$ cat src/design/hcpe_pkg.sv
package hcpe_pkg;

	localparam int MAX_POINTS = 64;

	localparam int IDX_W      = 6;
	localparam int CNT_W      = 7;
	localparam int VEC_W      = 48;
	localparam int CRD_W      = 16;
	localparam int N_CRD      = 3;
	localparam int N_VEC      = 4;
	localparam int FRAC_W     = 16;
	localparam int T_W        = FRAC_W + 1;
	localparam int W_W        = 34;
	localparam int P_W        = W_W + CRD_W;
	localparam int OUT_W      = 24;
	localparam int IN_DATA_W  = 8;
	localparam int OUT_DATA_W = 96;
	localparam int CFG_IDX_W  = 3;

	localparam int DIV_BITS_PER_STAGE = 4;
	localparam int DIV_STAGES         = FRAC_W / DIV_BITS_PER_STAGE;

	typedef enum logic [CFG_IDX_W-1:0] {
		REG_START_POINT   = 3'd0,
		REG_END_POINT     = 3'd1,
		REG_START_TANGENT = 3'd2,
		REG_END_TANGENT   = 3'd3,
		REG_POINT_COUNT   = 3'd4
	} cfg_reg_t;

	typedef logic [VEC_W-1:0] vec_t;

	typedef struct packed {
		vec_t p0;
		vec_t p1;
		vec_t t0;
		vec_t t1;
	} vecs_t;

	typedef struct packed {
		logic           oor;
		logic [T_W-1:0] t;
	} side_t;

	typedef logic [W_W-1:0] weight_t;
	typedef weight_t [N_VEC-1:0] weights_t;

	typedef struct packed {
		logic             oor;
		logic [OUT_W-1:0] z;
		logic [OUT_W-1:0] y;
		logic [OUT_W-1:0] x;
		logic [T_W-1:0]   t;
	} item_t;

endpackage

$ cat src/design/hcpe_basis.sv
module hcpe_basis (
	input  logic               clk,
	input  logic               arst_n,
	input  logic               en,
	input  logic               in_valid,
	input  hcpe_pkg::side_t    in_side,
	output logic               out_valid,
	output hcpe_pkg::side_t    out_side,
	output hcpe_pkg::weights_t out_w
);
	import hcpe_pkg::*;

	localparam int SQ_W = 2 * T_W;
	localparam int T2_W = 2 * FRAC_W + 1;
	localparam int CU_W = T2_W + T_W;
	localparam int T3_W = 3 * FRAC_W + 1;
	localparam int A_W  = 52;

	localparam logic signed [A_W-1:0] Q48_ONE = A_W'(1) << (3 * FRAC_W);

	logic            vld_s6, vld_s7, vld_s8;
	side_t           side_s6, side_s7, side_s8;
	logic [T2_W-1:0] t2_s6, t2_s7;
	logic [T3_W-1:0] t3_s7;
	weights_t        w_s8;

	logic [SQ_W-1:0]        t_sq;
	logic [CU_W-1:0]        t_cu;
	logic signed [A_W-1:0]  a, b, c;
	logic signed [A_W-1:0]  w48 [N_VEC];

	assign t_sq = {{T_W{1'b0}}, in_side.t} * {{T_W{1'b0}}, in_side.t};
	assign t_cu = {{T_W{1'b0}}, t2_s6} * {{T2_W{1'b0}}, side_s6.t};

	// signed Q3.48 weights (52 bits), exact
	always_comb begin
		a      = $signed({{(A_W-T3_W){1'b0}}, t3_s7});
		b      = $signed({{(A_W-T2_W-FRAC_W){1'b0}}, t2_s7, {FRAC_W{1'b0}}});
		c      = $signed({{(A_W-T_W-2*FRAC_W){1'b0}}, side_s7.t, {(2*FRAC_W){1'b0}}});
		w48[0] = (a <<< 1) - (b + (b <<< 1)) + Q48_ONE;
		w48[1] = (b + (b <<< 1)) - (a <<< 1);
		w48[2] = a - (b <<< 1) + c;
		w48[3] = a - b;
	end

	always_ff @(posedge clk or negedge arst_n) begin
		if (!arst_n) begin
			vld_s6 <= 1'b0;
			vld_s7 <= 1'b0;
			vld_s8 <= 1'b0;
		end else if (en) begin
			vld_s6 <= in_valid;
			vld_s7 <= vld_s6;
			vld_s8 <= vld_s7;
		end
	end

	always_ff @(posedge clk) begin
		if (en) begin
			side_s6 <= in_side;
			t2_s6   <= t_sq[T2_W-1:0];
			side_s7 <= side_s6;
			t2_s7   <= t2_s6;
			t3_s7   <= t_cu[T3_W-1:0];
			side_s8 <= side_s7;
			for (int j = 0; j < N_VEC; j++) begin
				// floor to signed Q1.32 (34 bits)
				w_s8[j] <= w48[j][W_W+FRAC_W-1:FRAC_W];
			end
		end
	end

	assign out_valid = vld_s8;
	assign out_side  = side_s8;
	assign out_w     = w_s8;

endmodule

$ cat config.mk
export PLATFORM = sky130hd
export DESIGN_NAME = hcpe_basis
export DESIGN_NICKNAME = d
export VERILOG_FILES = /design/src/design/hcpe_pkg.sv /design/src/design/hcpe_basis.sv
export SDC_FILE = /design/constraint.sdc
export NUM_CORES = 2
export LEC_CHECK = 0
export ABC_AREA = 1
export BUFFER_PORTS_ARGS = -buffer_cell sky130_fd_sc_hd__buf_2
export CAP_MARGIN = 10
export CORE_MARGIN = 5
export CORE_UTILIZATION = 45
export CTS_CLUSTER_DIAMETER = 40
export CTS_CLUSTER_SIZE = 40
export DETAILED_ROUTE_END_ITERATION = 10
export GPL_TIMING_DRIVEN = 0
export PLACE_DENSITY = 0.58
export SETUP_SLACK_MARGIN = 0.2
export SLEW_MARGIN = 20
export SYNTH_ARGS = -nofsm -noshare
export SYNTH_HDL_FRONTEND = slang
export SYNTH_SLANG_ARGS = --single-unit
$ cat constraint.sdc
create_clock -name clk -period 8.9 [get_ports clk]
set_input_delay 0.445 -clock clk [delete_from_list [all_inputs] [get_ports clk]]
set_output_delay 0.445 -clock clk [all_outputs]
set_load 0.02 [all_outputs]
==> summary.md <==
| Metric | Value |
|---|---|
| Share of layout cells above drive strength 1 | 0.0507 |
| Total Routing Usage GR | 0.314 |
| Vias/cell | 5.19 |
| Clk_lat worst skew | 0.64 ns |
| Final Skew | 0.0297 ns |
| Area contributors post-synth | fa_1, edfxtp_1, inv_1 |
| Clock sinks | 303 |
| Max-slew violation count | 0 |
| Post-detail-place hpwl | 162 mm |
| RSZ-0062 raised after global routing | no |
| FF/Latch Area | 9080 um2 |
| Fill count | 11300 |
| Post-synthesis sequential area ratio | 0.179 |
| Routed Antenna Nets | 0 |
| CTS buffer count | 49 |
| YS warnings | 0 |
| Number of global-route vias before repair | 44300 |
| Number of max-cap violations | 0 |
| Status | finished clean |
| Measured slew at the worst slew-check pin | 1.13 ns |
| Netlist Area Pre-Place | 50700 um2 |
| Period utilization | 0.850 |
| Path category of the worst min-delay check | in -> reg |
| Final Hold Violating Endpoints | 0 |
| Final Hold Slack | 0.0325 ns |
| Drt wl/cell | 22.7 um |
| Met2 GRT Util | 0.529 |
| Final net count | 7990 |
| CORE AREA | 112000 um2 |
| Sum Neg Setup Slack | 0 ns |
| DR vias | 43500 |
| Die width | 346 um |
| Post-synth top area cell | fa_1 |
| CP arrival | 7.95 ns |
| Initial Util | 0.452 |
| Count of cell types in the netlist | 51 |
| Slew headroom | 0.248 |
| Max clock buf depth | 3 |
| DRC Markers | 0 |
| Max FO, Critical Path | 10 |
| Resized Gates After CTS | 0 |
| Initial DRC Count | 3368 |
| Worst-path clk slew | 0.06 ns |
| Avg Inst Size Synth | 7.69 um2 |
| Clock root buffer master | clkbuf_16 |
| Min Tclk post-route | 7.56 ns |
| Number of enable flip-flop cells after synthesis | 300 |
| Global-route wire length before repair | 281 mm |
| Prevailing post-synth register cell | edfxtp_1 |
| Most common cell after layout, fill and taps aside | inv_1 |
| Row cnt | 123 |
| Register bit total from synthesis | 303 |
| Max Clock Freq | 132 MHz |
| GR Util met1 | 0.404 |
| IO Pins | 177 |
| Total Wirelength | 190 mm |
| Initial DRT Pass Iterations | 6 |
| Synthesized instance count | 6587 |
| Area of the multi-input gates | 34500 um2 |
| Post-synth ARST share | 0.00990 |
| Setup crit end kind | register |
| Largest net degree at the start of global routing | 102 |
| GRT Max-Usage Layer | met2 |
| Worst EP required | 9.28 ns |
| Overflow after GRT | 0 |
| Antenna violations before repair | 6 |
| H-tree levels | 2 |
| Final setup vio count | 0 |
| TritonCTS clock tree | done |
| Area share of the largest cell type after synthesis | 0.263 |
| Final setup margin | 1.34 ns |
| Pre-CTS WS | 1.55 ns |
| Routability cong. | 1.01 |
| Kind of critical path | reg -> reg |
| Chip Height | 346 um |
| Met3 usage | 0.0526 |
| PortBufs | 176 |
| Type of element launching the critical path | register |
| Area Growth Syn to Fin | 9.01% |
| Die area | 119000 um2 |
| Most frequent cells in the layout | inv_1, nand2_1, fa_1, nor2_1, ha_1 |
-- final cells by class --
type                    count  area share
multi-input cells        4385       0.624
well taps                1500      0.0340
clock inverters            37     0.00589
inverters                1757       0.119
plain buffers             150      0.0102
flip-flops and latches    303       0.164
diodes                      9    0.000408
clock buffers              51      0.0227
repair buffers            187      0.0190
-- cells by family (layout without fill, tap and decap cells) --
logic type | Yosys count | after routing | synth area share
and+or+nand+nor | 2319 | 2319 | 0.186
DFF | 303 | 303 | 0.179
adders and majority gates | 1135 | 1135 | 0.379
buffers and inverters | 1907 | 2182 | 0.141
muxes | 1 | 1 | 0.000222
xor gates and xnor gates | 201 | 201 | 0.0347
AOI/OAI and AO/OA | 719 | 719 | 0.0792
other | 2 | 19 | 0.000148
-- timing repair --
action / in CTS / in global routing
hold buffers: 7 / 0
endpoints found under the hold margin: 9 / 0
buffers inserted: 0 / 0
-- sequential cells by signal, indices dropped and copies added (netlist names) --
signal and flops:
out_w 136, t3_s7 49, t2_s6 31, t2_s7 31
out_side 18, side_s6 18, c 16, out_valid 1
side_s7 1, vld_s6 1, vld_s7 1
-- cell usage after synthesis, types with 51 or more instances --
library cell  count
nor2_1          473
inv_1          1748
nand2_1        1478
xnor2_1          51
o21ai_0         183
a21oi_1         331
nand4_1          72
xor2_1          150
edfxtp_1        300
clkbuf_1        148
fa_1            666
ha_1            469
nand3_1         171
-- per-layer routing --
| metal | vias to the layer above | part of all wire |
|---|---|---|
| li1 | 20400 | - |
| met1 | 21200 | 0.41 |
| met2 | 1538 | 0.47 |
| met3 | 301 | 0.068 |
| met4 | 0 | 0.049 |
| met5 | - | 0 |
-- final timing paths --
check	cells past startpoint	endpoint	slack (ns)	startpoint
max	22	t3_s7[34]	1.34	t2_s6[6]
min	1	side_s6[5]	0.03	in_side[5]
max reg2reg	22	t3_s7[34]	1.34	t2_s6[6]
min reg2reg	0	out_side[17]	0.42	side_s7[17]
max in group asynchronous	2	vld_s7	8.64	arst_n
min in group asynchronous	2	vld_s6	0.15	arst_n
-- critical path, cell delays in order, from the launching register on --
cell and delay, ns:
edfxtp_1 0.59, clkbuf_1 0.66, clkbuf_1 0.63, nand2_1 0.18
fa_1 0.57, fa_1 0.60, fa_1 0.46, fa_1 0.56
inv_1 0.05, fa_1 0.47, inv_1 0.05, fa_1 0.50
inv_1 0.05, ha_1 0.34, nand2_1 0.14, inv_1 0.05
a21oi_1 0.32, nor2_1 0.10, nor2_1 0.20, o21ai_1 0.21
nand3_1 0.15, nand2_1 0.09, xor2_1 0.34
-- per-stage QoR --
stage	util	area [um2]	cells
floorplan	-	50700	6595
global placement	0.477	53500	8271
detailed placement	0.477	53600	8275
CTS	0.492	55200	8370
global route	0.492	55200	8370
finish	0.492	55200	8379
Power is not shown: default switching activity piles up to over one toggle a cycle in this logic, so the estimate is an artifact.
