## src/design/hcpe_pkg.sv

```systemverilog
package hcpe_pkg;

	localparam int MAX_POINTS = 64;

	localparam int IDX_W      = 6;
	localparam int CNT_W      = 7;
	localparam int VEC_W      = 48;
	localparam int CRD_W      = 16;
	localparam int N_CRD      = 3;
	localparam int N_VEC      = 4;
	localparam int FRAC_W     = 16;
	localparam int T_W        = FRAC_W + 1;
	localparam int W_W        = 34;
	localparam int P_W        = W_W + CRD_W;
	localparam int OUT_W      = 24;
	localparam int IN_DATA_W  = 8;
	localparam int OUT_DATA_W = 96;
	localparam int CFG_IDX_W  = 3;

	localparam int DIV_BITS_PER_STAGE = 4;
	localparam int DIV_STAGES         = FRAC_W / DIV_BITS_PER_STAGE;

	typedef enum logic [CFG_IDX_W-1:0] {
		REG_START_POINT   = 3'd0,
		REG_END_POINT     = 3'd1,
		REG_START_TANGENT = 3'd2,
		REG_END_TANGENT   = 3'd3,
		REG_POINT_COUNT   = 3'd4
	} cfg_reg_t;

	typedef logic [VEC_W-1:0] vec_t;

	typedef struct packed {
		vec_t p0;
		vec_t p1;
		vec_t t0;
		vec_t t1;
	} vecs_t;

	typedef struct packed {
		logic           oor;
		logic [T_W-1:0] t;
	} side_t;

	typedef logic [W_W-1:0] weight_t;
	typedef weight_t [N_VEC-1:0] weights_t;

	typedef struct packed {
		logic             oor;
		logic [OUT_W-1:0] z;
		logic [OUT_W-1:0] y;
		logic [OUT_W-1:0] x;
		logic [T_W-1:0]   t;
	} item_t;

endpackage

```

## src/design/hcpe_div.sv

```systemverilog
module hcpe_div (
	input  logic                         clk,
	input  logic                         arst_n,
	input  logic                         en,
	input  logic                         in_valid,
	input  logic [hcpe_pkg::IDX_W-1:0]   idx,
	input  logic [hcpe_pkg::CNT_W-1:0]   point_count,
	output logic                         out_valid,
	output hcpe_pkg::side_t              out_side
);
	import hcpe_pkg::*;

	typedef struct packed {
		logic              oor;
		logic              dz;
		logic              qhi;
		logic [IDX_W-1:0]  d;
		logic [IDX_W-1:0]  rem;
		logic [FRAC_W-1:0] q;
	} div_st_t;

	// one restoring step, quotient bit shifted in at the bottom
	function automatic div_st_t div_step(div_st_t s);
		logic [IDX_W:0] r2;
		div_st_t        o;
		o  = s;
		r2 = {s.rem, 1'b0};
		if (r2 >= {1'b0, s.d}) begin
			o.rem = IDX_W'(r2 - {1'b0, s.d});
			o.q   = {s.q[FRAC_W-2:0], 1'b1};
		end else begin
			o.rem = r2[IDX_W-1:0];
			o.q   = {s.q[FRAC_W-2:0], 1'b0};
		end
		return o;
	endfunction

	logic [CNT_W-1:0] ncl;
	logic [IDX_W-1:0] dv;
	div_st_t          st_in;

	div_st_t st_s  [DIV_STAGES+1];
	logic    vld_s [DIV_STAGES+1];

	// integer part of idx/d is 0 or 1 for an index in range
	always_comb begin
		ncl       = (point_count > CNT_W'(MAX_POINTS)) ? CNT_W'(MAX_POINTS) : point_count;
		dv        = IDX_W'(ncl - CNT_W'(1));
		st_in.oor = CNT_W'(idx) >= ncl;
		st_in.dz  = (dv == '0);
		st_in.qhi = (idx >= dv);
		st_in.d   = dv;
		st_in.rem = st_in.qhi ? IDX_W'(idx - dv) : idx;
		st_in.q   = '0;
	end

	always_ff @(posedge clk or negedge arst_n) begin
		if (!arst_n) begin
			vld_s[0] <= 1'b0;
		end else if (en) begin
			vld_s[0] <= in_valid;
		end
	end

	always_ff @(posedge clk) begin
		if (en) begin
			st_s[0] <= st_in;
		end
	end

	for (genvar g = 0; g < DIV_STAGES; g++) begin : g_div
		div_st_t nxt;

		always_comb begin
			nxt = st_s[g];
			for (int b = 0; b < DIV_BITS_PER_STAGE; b++) begin
				nxt = div_step(nxt);
			end
		end

		always_ff @(posedge clk or negedge arst_n) begin
			if (!arst_n) begin
				vld_s[g+1] <= 1'b0;
			end else if (en) begin
				vld_s[g+1] <= vld_s[g];
			end
		end

		always_ff @(posedge clk) begin
			if (en) begin
				st_s[g+1] <= nxt;
			end
		end
	end

	assign out_valid    = vld_s[DIV_STAGES];
	assign out_side.oor = st_s[DIV_STAGES].oor;
	// single point: t stays zero
	assign out_side.t   = st_s[DIV_STAGES].dz ? '0
		: {st_s[DIV_STAGES].qhi, st_s[DIV_STAGES].q};

endmodule

```

## config.mk

```make
export PLATFORM = sky130hd
export DESIGN_NAME = hcpe_div
export DESIGN_NICKNAME = d
export VERILOG_FILES = /design/src/design/hcpe_pkg.sv /design/src/design/hcpe_div.sv
export SDC_FILE = /design/constraint.sdc
export NUM_CORES = 1
export LEC_CHECK = 0
export BUFFER_PORTS_ARGS = -buffer_cell sky130_fd_sc_hd__buf_2
export CAP_MARGIN = 20
export CORE_ASPECT_RATIO = 1.75
export CORE_UTILIZATION = 40
export CTS_CLUSTER_DIAMETER = 150
export CTS_CLUSTER_SIZE = 20
export DETAILED_ROUTE_END_ITERATION = 12
export PLACE_DENSITY_LB_ADDON = 0.3
export SLEW_MARGIN = 0
export SYNTH_ARGS = -nofsm -noshare
export SYNTH_HDL_FRONTEND = slang
export SYNTH_SLANG_ARGS = --single-unit
```

## constraint.sdc

```tcl
create_clock -name clk -period 8.8 [get_ports clk]
set_input_delay 0.44 -clock clk [delete_from_list [all_inputs] [get_ports clk]]
set_output_delay 0.44 -clock clk [all_outputs]
set_load 0.02 [all_outputs]
```

==> results.toml, run 1 <==
[timing]
period_needed_ps = 8170
timing.fmax_mhz = 122
drv_slew = 0
post-route-period-util_pct = 92.8
tightestPinTransition_ps = 837
finClkSkew_ps = 14.3
setup_viol = 0
hold_violations = 0
grt_setup_unrepaired = "false"
slew_headroom_pct = 44.2
setup_tns_ps = 0

[grt]
grt-ovfl-total = 0
grt_pass1_vias = 6620
antenna_found_initial = 0
grt_pass1_wl_mm = 32.6
track_usage_pct = 19.0
grt_max_degree = 68

[setup_path]
cp.required_ps = 8910
crit_fanout = 10
cpMostUsedCell = "ha_1"
start_kind = "flip-flop"
cpPeakStageDelay_ps = 500
endpoint_kind = "flip-flop"
arrival_ps = 8280
slowest_stage = "and3_1"
path_class = "reg -> reg"

[detailed_routing]
routed_wl_mm = 20.3
first_iter_violations = 262
vias_per_cell = 5.69
drc = 0
detail-route-antenna-nets = 0
drtPass1Iterations = 4
avgRoutedWirePerCell_um = 17.6
dr_total_vias = 6570

[layout]
drive_above_1_share_pct = 13.0
layout_commonest_cell = "edfxtp_1"
register_area_sq_um = 3220
diodes = 0
syn2layout_area_growth_pct = 9.55
nets = 1019
layout_common_cells = "edfxtp_1 (103), ha_1 (99), nor2_1 (66), inv_1 (61), a21oi_1 (55)"
fill_cells = 1985
multi_input_area_sq_um = 5120

[floorplanning]
coreArea_sq_um = 21000
die_x_um = 113
fp.dieH_um = 196
ioPinCount = 36
initial_core_util_pct = 41.0
dieArea_sq_um = 22200
rows = 70

[synthesis]
ys_types = 78
syn_area_sq_um = 8620
syn_inst = 853
async_flop_share_pct = 4.63
avgSynthCellArea_sq_um = 10.1
synth_edf_count = 103
ys_seq_elements = 108
synth_nets = 974
synth-warning-count = 0
synth_flop_cell = "edfxtp_1"
ys_seq_area_share_pct = 37.3

[clock_network]
clockBufferDepth = 2
postCtsSetupBuffers = 0
cts_root_buf = "clkbuf_16"
cts_tree = "built"
numCtsBuffers = 9
htree_levels = 3
clock_sinks = 108
clk_pin_slew_ps = 80
clk_latency_ps = 370

[place]
place_hpwl_mm = 16.0
portBuffers = 35
place.gp.congestion = 0.943

[hold_path]
hp-class = "in -> reg"

[outcome]
status = "completed"

[flow_run]
drv_cap = 0
-- final timing paths --
path / start / to / slack (ps) / cells after the start
hold reg to reg: st_s[0][65] / st_s[0][100] / 410 / 0
max in group asynchronous: arst_n / vld_s[2] / 8260 / 2
hold / removal: in_valid / vld_s[4] / 310 / 2
min in group asynchronous: arst_n / out_valid / 410 / 2
setup / recovery: st_s[0][26] / st_s[0][52] / 630 / 30
setup reg to reg: st_s[0][26] / st_s[0][52] / 630 / 30
-- metal layers --
metal  global-route usage, %  part of all wire, %
met4                    12.7                  5.8
met5                       0                    0
met2                    37.3                   56
met3                    2.04                  2.6
met1                    18.2                   36
-- cell families after synthesis --
family | synth area share, %
xor gates and xnor gates | 5.59
adders and majority gates | 15.5
DFF | 37.3
muxes | 5.06
and+or+nand+nor | 14.1
AOI/OAI and AO/OA | 18.7
buffers and inverters | 3.73
-- synthesized netlist by cell type, types with 10 or more instances --
cell type / number / area share (%)
inv_1: 62 / 2.7
mux2_2: 29 / 3.8
nand2_1: 44 / 1.9
and3_1: 12 / 0.87
a21o_1: 17 / 1.5
a21oi_1: 56 / 3.3
a21boi_0: 10 / 0.87
o21ai_0: 44 / 2.6
nor3_1: 10 / 0.58
o21a_1: 17 / 1.5
ha_1: 99 / 14
nor2b_1: 39 / 2.8
mux2i_1: 11 / 1.3
xor2_1: 18 / 1.8
nand2b_1: 23 / 1.7
xnor2_1: 37 / 3.8
nor2_1: 68 / 3.0
edfxtp_1: 103 / 36
-- flip-flops by register name (all words and copies together), names as in the netlist --
register,cells
st_s,103
vld_s,4
out_valid,1
-- through the flow --
step / utilization, % / area (sq um) / setup WS (ps) / hold slack [ps] / instances
2_1_floorplan: - / 8620 / 1270 / 144 / 853
3_3_place_gp: 43.4 / 9110 / 249 / 258 / 1138
3_5_place_dp: 43.4 / 9110 / 210 / 260 / 1138
4_1_cts: 44.8 / 9410 / 172 / 312 / 1155
5_1_grt: 44.9 / 9450 / 16.1 / 333 / 1155
6_report: 44.9 / 9450 / 631 / 312 / 1155
-- cell type report --
cell class	count	area share, %
Sequential cell	108	34.1
Clock inverter	6	0.596
Tap cell	252	3.34
Multi-Input combinational cell	669	54.2
Timing Repair Buffer	44	2.62
Clock buffer	10	2.42
Inverter	66	2.75
-- critical path: cells and delay by family, from the launching register on --
| family | cells | cell delay, ps |
|---|---|---|
| AOI/OAI and AO/OA | 12 | 2760 |
| and+or+nand+nor | 6 | 1550 |
| adders and majority gates | 4 | 1350 |
| muxes | 3 | 980 |
| buffers and inverters | 5 | 870 |
| DFF | 1 | 390 |
-- timing repair --
item	4_1_cts	5_1_grt
hold endpoints to repair	5	0
resized for setup	0	10
setup endpoints to repair	0	13
hold buffers	1	0
Power of run 1 is left out: the tool's default activity adds up to more than one toggle a clock period on the data nets, which glitch-free logic cannot reach.
==> run 2, diff against run 1 <==
--- a/config.mk
+++ b/config.mk
@@ -5,6 +5,7 @@
 export SDC_FILE = /design/constraint.sdc
 export NUM_CORES = 1
 export LEC_CHECK = 0
+export ABC_AREA = 1
 export BUFFER_PORTS_ARGS = -buffer_cell sky130_fd_sc_hd__buf_2
 export CAP_MARGIN = 20
 export CORE_ASPECT_RATIO = 1.75
==> results.toml, run 2 <==
[layout]
final_util_pct = 44.7
fill_cells = 2084
design_area_sq_um = 9430
nets = 1157
regMostFlops = "st_s"
layout_commonest_cell = "nand2_1"
largest_register_ffs = 103
final_cells = 1329
syn2layout_area_growth_pct = 8.70
layout_common_cells = "nand2_1 (229), inv_1 (122), edfxtp_1 (103), ha_1 (99), nor2_1 (72)"
drive_above_1_share_pct = 13.3
diodes = 0

[synthesis]
syn_area_sq_um = 8670
ys_top_cells_by_area = "edfxtp_1 (36%), ha_1 (14%), nand2_1 (9.9%)"
synth_top_area_cell = "edfxtp_1"
synth-warning-count = 0
synth_nets = 1122
syn_inst = 1001
synth_flop_cell = "edfxtp_1"
ys_types = 46
avgSynthCellArea_sq_um = 8.66
synth_edf_count = 103
ys_seq_area_share_pct = 37.1
ys_seq_elements = 108
synth_common_cells = "nand2_1 (229), inv_1 (122), edfxtp_1 (103)"
yosysMostFrequentCell = "nand2_1"
async_flop_share_pct = 4.63
yosysTopAreaCellShare_pct = 35.7

[hold_path]
hp-class = "in -> reg"
holdPathStages = 3
min_to = "vld_s[4]"
hp-start = "in_valid"

[detailed_routing]
drc = 0
drtPass1Iterations = 4
vias_per_cell = 4.90
avgRoutedWirePerCell_um = 13.2
detail-route-antenna-nets = 0
dr_total_vias = 6513
routed_wl_mm = 17.6
first_iter_violations = 252

[grt]
antenna_found_initial = 0
grt-ovfl-total = 0
grt_max_degree = 73
grt_pass1_wl_mm = 29.7
track_usage_pct = 17.0
grt_pass1_vias = 6576

[timing]
setup_tns_ps = 0
tightestPinTransition_ps = 973
setup_viol = 0
finClkSkew_ps = 9.92
post-route-period-util_pct = 74.3
grt_setup_unrepaired = "false"
drv_slew = 0
slew_headroom_pct = 35.2
hold_violations = 0
timing.fmax_mhz = 153
period_needed_ps = 6540

[setup_path]
ff2ff_path_depth = 38
cpMostUsedCell = "nand2_1"
cpPeakStageDelay_ps = 420
cpLargestDelayFamily = "simple AND/OR/NAND/NOR gates"
slowest_stage = "edfxtp_1"
start_kind = "flip-flop"
crit_fanout = 8
r2r_setup_slack_ps = 2260
r2r-end = "st_s[0][51]"
cp.required_ps = 9030
crit_buf_inv = 4
path_class = "reg -> reg"
worst-path-stages = 38
endpoint_kind = "flip-flop"
reg2reg_from = "st_s[0][23]"
arrival_ps = 6770

[clock_network]
cts_root_buf = "clkbuf_16"
htree_levels = 3
clock_sinks = 108
clk_pin_slew_ps = 80
postCtsSetupBuffers = 0
clockBufferDepth = 2
cts-hold-fix-buffers = 1
numCtsBuffers = 9
clk_latency_ps = 370
cts_tree = "built"
cts-resized-gates = 0

[floorplanning]
fp.dieH_um = 197
die_x_um = 113
ioPinCount = 36
dieArea_sq_um = 22300
coreArea_sq_um = 21100
initial_core_util_pct = 41.1
rows = 70

[place]
place_hpwl_mm = 14.0
dpl_cell_area_sq_um = 9120
placedCellCount = 1312
place.gp.congestion = 0.845
portBuffers = 35

[outcome]
status = "completed"

[flow_run]
drv_cap = 0
## run 2: changes by cell type in the layout (fill, tap and decap cells not counted), sizes merged, moves of 23 or more
cell,change
nand2,+204
inv,+73
nand3,+65
nor2b,-39
mux2,-27
nand2b,-23
## run 2: cells by family after synthesis
kind of cell | synth area share, %
AND/OR/NAND/NOR | 23.6
buffers and inverters | 7.18
AO/OA/AOI/OAI | 9.16
flip-flops | 37.1
adder cells (fa/ha/maj) | 15.4
XOR/XNOR | 7.27
multiplexers | 0.260
## run 2: through the flow
step / setup WS (ps) / hold WS, ps
2_1_floorplan: 3270 / 144
3_3_place_gp: 2350 / 257
3_5_place_dp: 2280 / 262
4_1_cts: 2250 / 274
5_1_grt: 1660 / 301
6_report: 2260 / 285
## run 2: how the worst max path moves through the flow
stage / startpoint / end
2_1_floorplan: st_s[0][85] / st_s[0][111]
3_3_place_gp: st_s[0][85] / st_s[0][110]
3_5_place_dp: st_s[0][23] / st_s[0][49]
4_1_cts: st_s[0][85] / st_s[0][114]
5_1_grt: st_s[0][87] / st_s[0][114]
6_report: st_s[0][23] / st_s[0][51]
## run 2: per-layer routing
layer  track usage, %  up-vias  routed length, um
met2             34.2       91               9880
met5                0        -                  0
met1             15.9     2978               6580
met3             1.94       42                341
met4             10.4        0                790
li1                 -     3402                  -
## run 2: tightest hold or removal path, delay by kind of cell
| kind | cells | cell delay, ps |
|---|---|---|
| buffers and inverters | 1 | 80 |
| AND/OR/NAND/NOR | 1 | 40 |
| AO/OA/AOI/OAI | 1 | 60 |
## run 2: final cells by class
class / instances / area, sq um / area share, %
well taps: 288 / 360 / 3.82
flip-flops and latches: 108 / 3220 / 34.1
inverters: 135 / 522 / 5.53
multi-input cells: 745 / 4830 / 51.3
clock buffers: 9 / 225 / 2.39
repair buffers: 37 / 195 / 2.07
clock inverters: 7 / 75.1 / 0.796
Power of run 2 is left out for the same reason.
==> run 3, diff against run 2 <==
--- a/config.mk
+++ b/config.mk
@@ -5,7 +5,7 @@
 export SDC_FILE = /design/constraint.sdc
 export NUM_CORES = 1
 export LEC_CHECK = 0
-export ABC_AREA = 1
+export ABC_AREA = 0
 export BUFFER_PORTS_ARGS = -buffer_cell sky130_fd_sc_hd__buf_2
 export CAP_MARGIN = 20
 export CORE_ASPECT_RATIO = 1.75
==> constraint.sdc (replaced) <==
create_clock -name clk -period 5.25 [get_ports clk]
set_input_delay 0.2625 -clock clk [delete_from_list [all_inputs] [get_ports clk]]
set_output_delay 0.2625 -clock clk [all_outputs]
set_load 0.02 [all_outputs]
==> results.toml, run 3 (synthesis results as in run 1) <==
[timing]
setup_viol = 23
hold_violations = 0
drv_slew = 0
period_needed_ps = 6720
finClkSkew_ps = 7.60
tightestPinTransition_ps = 768
grt_setup_unrepaired = "true"
worst_slack_ps = -1470
slew_headroom_pct = 48.8
timing.fmax_mhz = 149
setup_tns_ps = -26740
fin_hold_ws_ps = 117
post-route-period-util_pct = 128

[detailed_routing]
first_iter_violations = 277
drtPass1Iterations = 4
avgRoutedWirePerCell_um = 16.5
detail-route-antenna-nets = 0
vias_per_cell = 5.33
routed_wl_mm = 24.8
dr_total_vias = 8028
drc = 0

[grt]
grt_max_degree = 56
track_usage_pct = 22.6
grt_pass1_vias = 8488
grt_pass1_wl_mm = 39.1
antenna_found_initial = 0
grt-ovfl-total = 0

[layout]
drive_above_1_share_pct = 48.6
regMostFlops = "st_s"
layout_common_cells = "buf_4 (340), edfxtp_1 (103), nor2_1 (58), ha_1 (58), inv_1 (47)"
syn2layout_area_growth_pct = 54.8
layout_commonest_cell = "buf_4"
largest_register_ffs = 103
design_area_sq_um = 13400
nets = 1369
fill_cells = 1627
diodes = 0

[setup_path]
crit_buf_inv = 3
reg2reg_from = "st_s[0][85]"
cpPeakStageDelay_ps = 450
start_kind = "flip-flop"
endpoint_kind = "flip-flop"
path_class = "reg -> reg"
cpMostUsedCell = "ha_4"
r2r_setup_slack_ps = -1470
ff2ff_path_depth = 32
cpLargestDelayFamily = "compound AO/OA/AOI/OAI gates"
crit_fanout = 7
slowest_stage = "or3b_4"
cp.required_ps = 5370
arrival_ps = 6840
r2r-end = "st_s[0][111]"

[outcome]
violations = "setup timing"
status = "finished, violations left"

[place]
portBuffers = 35
place.gp.congestion = 0.936
place_hpwl_mm = 18.8
dpl_cell_area_sq_um = 11800

[floorplanning]
ioPinCount = 36
coreArea_sq_um = 21000
dieArea_sq_um = 22200
initial_core_util_pct = 41.0
fp.dieH_um = 196
rows = 70
die_x_um = 113

[flow_run]
drv_cap = 0

[hold_path]
hp-start = "in_valid"
min_to = "vld_s[4]"
hp-class = "in -> reg"
holdPathStages = 2

[clock_network]
cts_tree = "built"
clockBufferDepth = 2
clk_latency_ps = 370
numCtsBuffers = 9
clock_sinks = 108
htree_levels = 3
cts_root_buf = "clkbuf_16"
clk_pin_slew_ps = 80
run 3: per-stage QoR:
step / setup slack [ps] / utilization (%) / cells
6_report: -1470 / 63.5 / 1505
2_1_floorplan: -1510 / - / 853
3_5_place_dp: -1540 / 56.0 / 1419
5_1_grt: -1730 / 63.5 / 1505
4_1_cts: -1420 / 61.1 / 1484
3_3_place_gp: -1360 / 56.0 / 1419
run 3: layout make-up:
class	count	area [sq um]	area share [%]
multi-input combinational	669	6290	47.1
clock buffer	9	225	1.69
timing repair buffer	394	2950	22.1
clock inverter	7	81.3	0.609
inverter	66	275	2.06
tap	252	315	2.36
sequential	108	3220	24.1
run 3: timing repair:
action / 4_1_cts / 5_1_grt
resized for setup: 78 / 68
endpoints found under the hold margin: 5 / 0
hold buffers: 1 / 0
pin swaps: 70 / 34
endpoints found under the setup margin: 23 / 24
gates cloned: 0 / 0
buffers inserted: 50 / 25
run 3: worst max-delay path by stage:
stage,startpoint,to,cells past startpoint
2_1_floorplan,st_s[0][85],st_s[0][111],32
3_3_place_gp,st_s[0][19],st_s[0][49],29
3_5_place_dp,st_s[0][78],st_s[0][111],31
4_1_cts,st_s[0][85],st_s[0][111],32
5_1_grt,st_s[0][85],st_s[0][111],33
6_report,st_s[0][85],st_s[0][111],32
run 3: metal layers:
layer	global-route usage, %	routed length, um	vias to the layer above
met5	0	0	-
met4	13.1	1230	0
met2	46.4	14400	142
met1	20.3	8620	3852
li1	-	-	3955
met3	3.09	550	79
Power of run 3 is left out for the same reason.
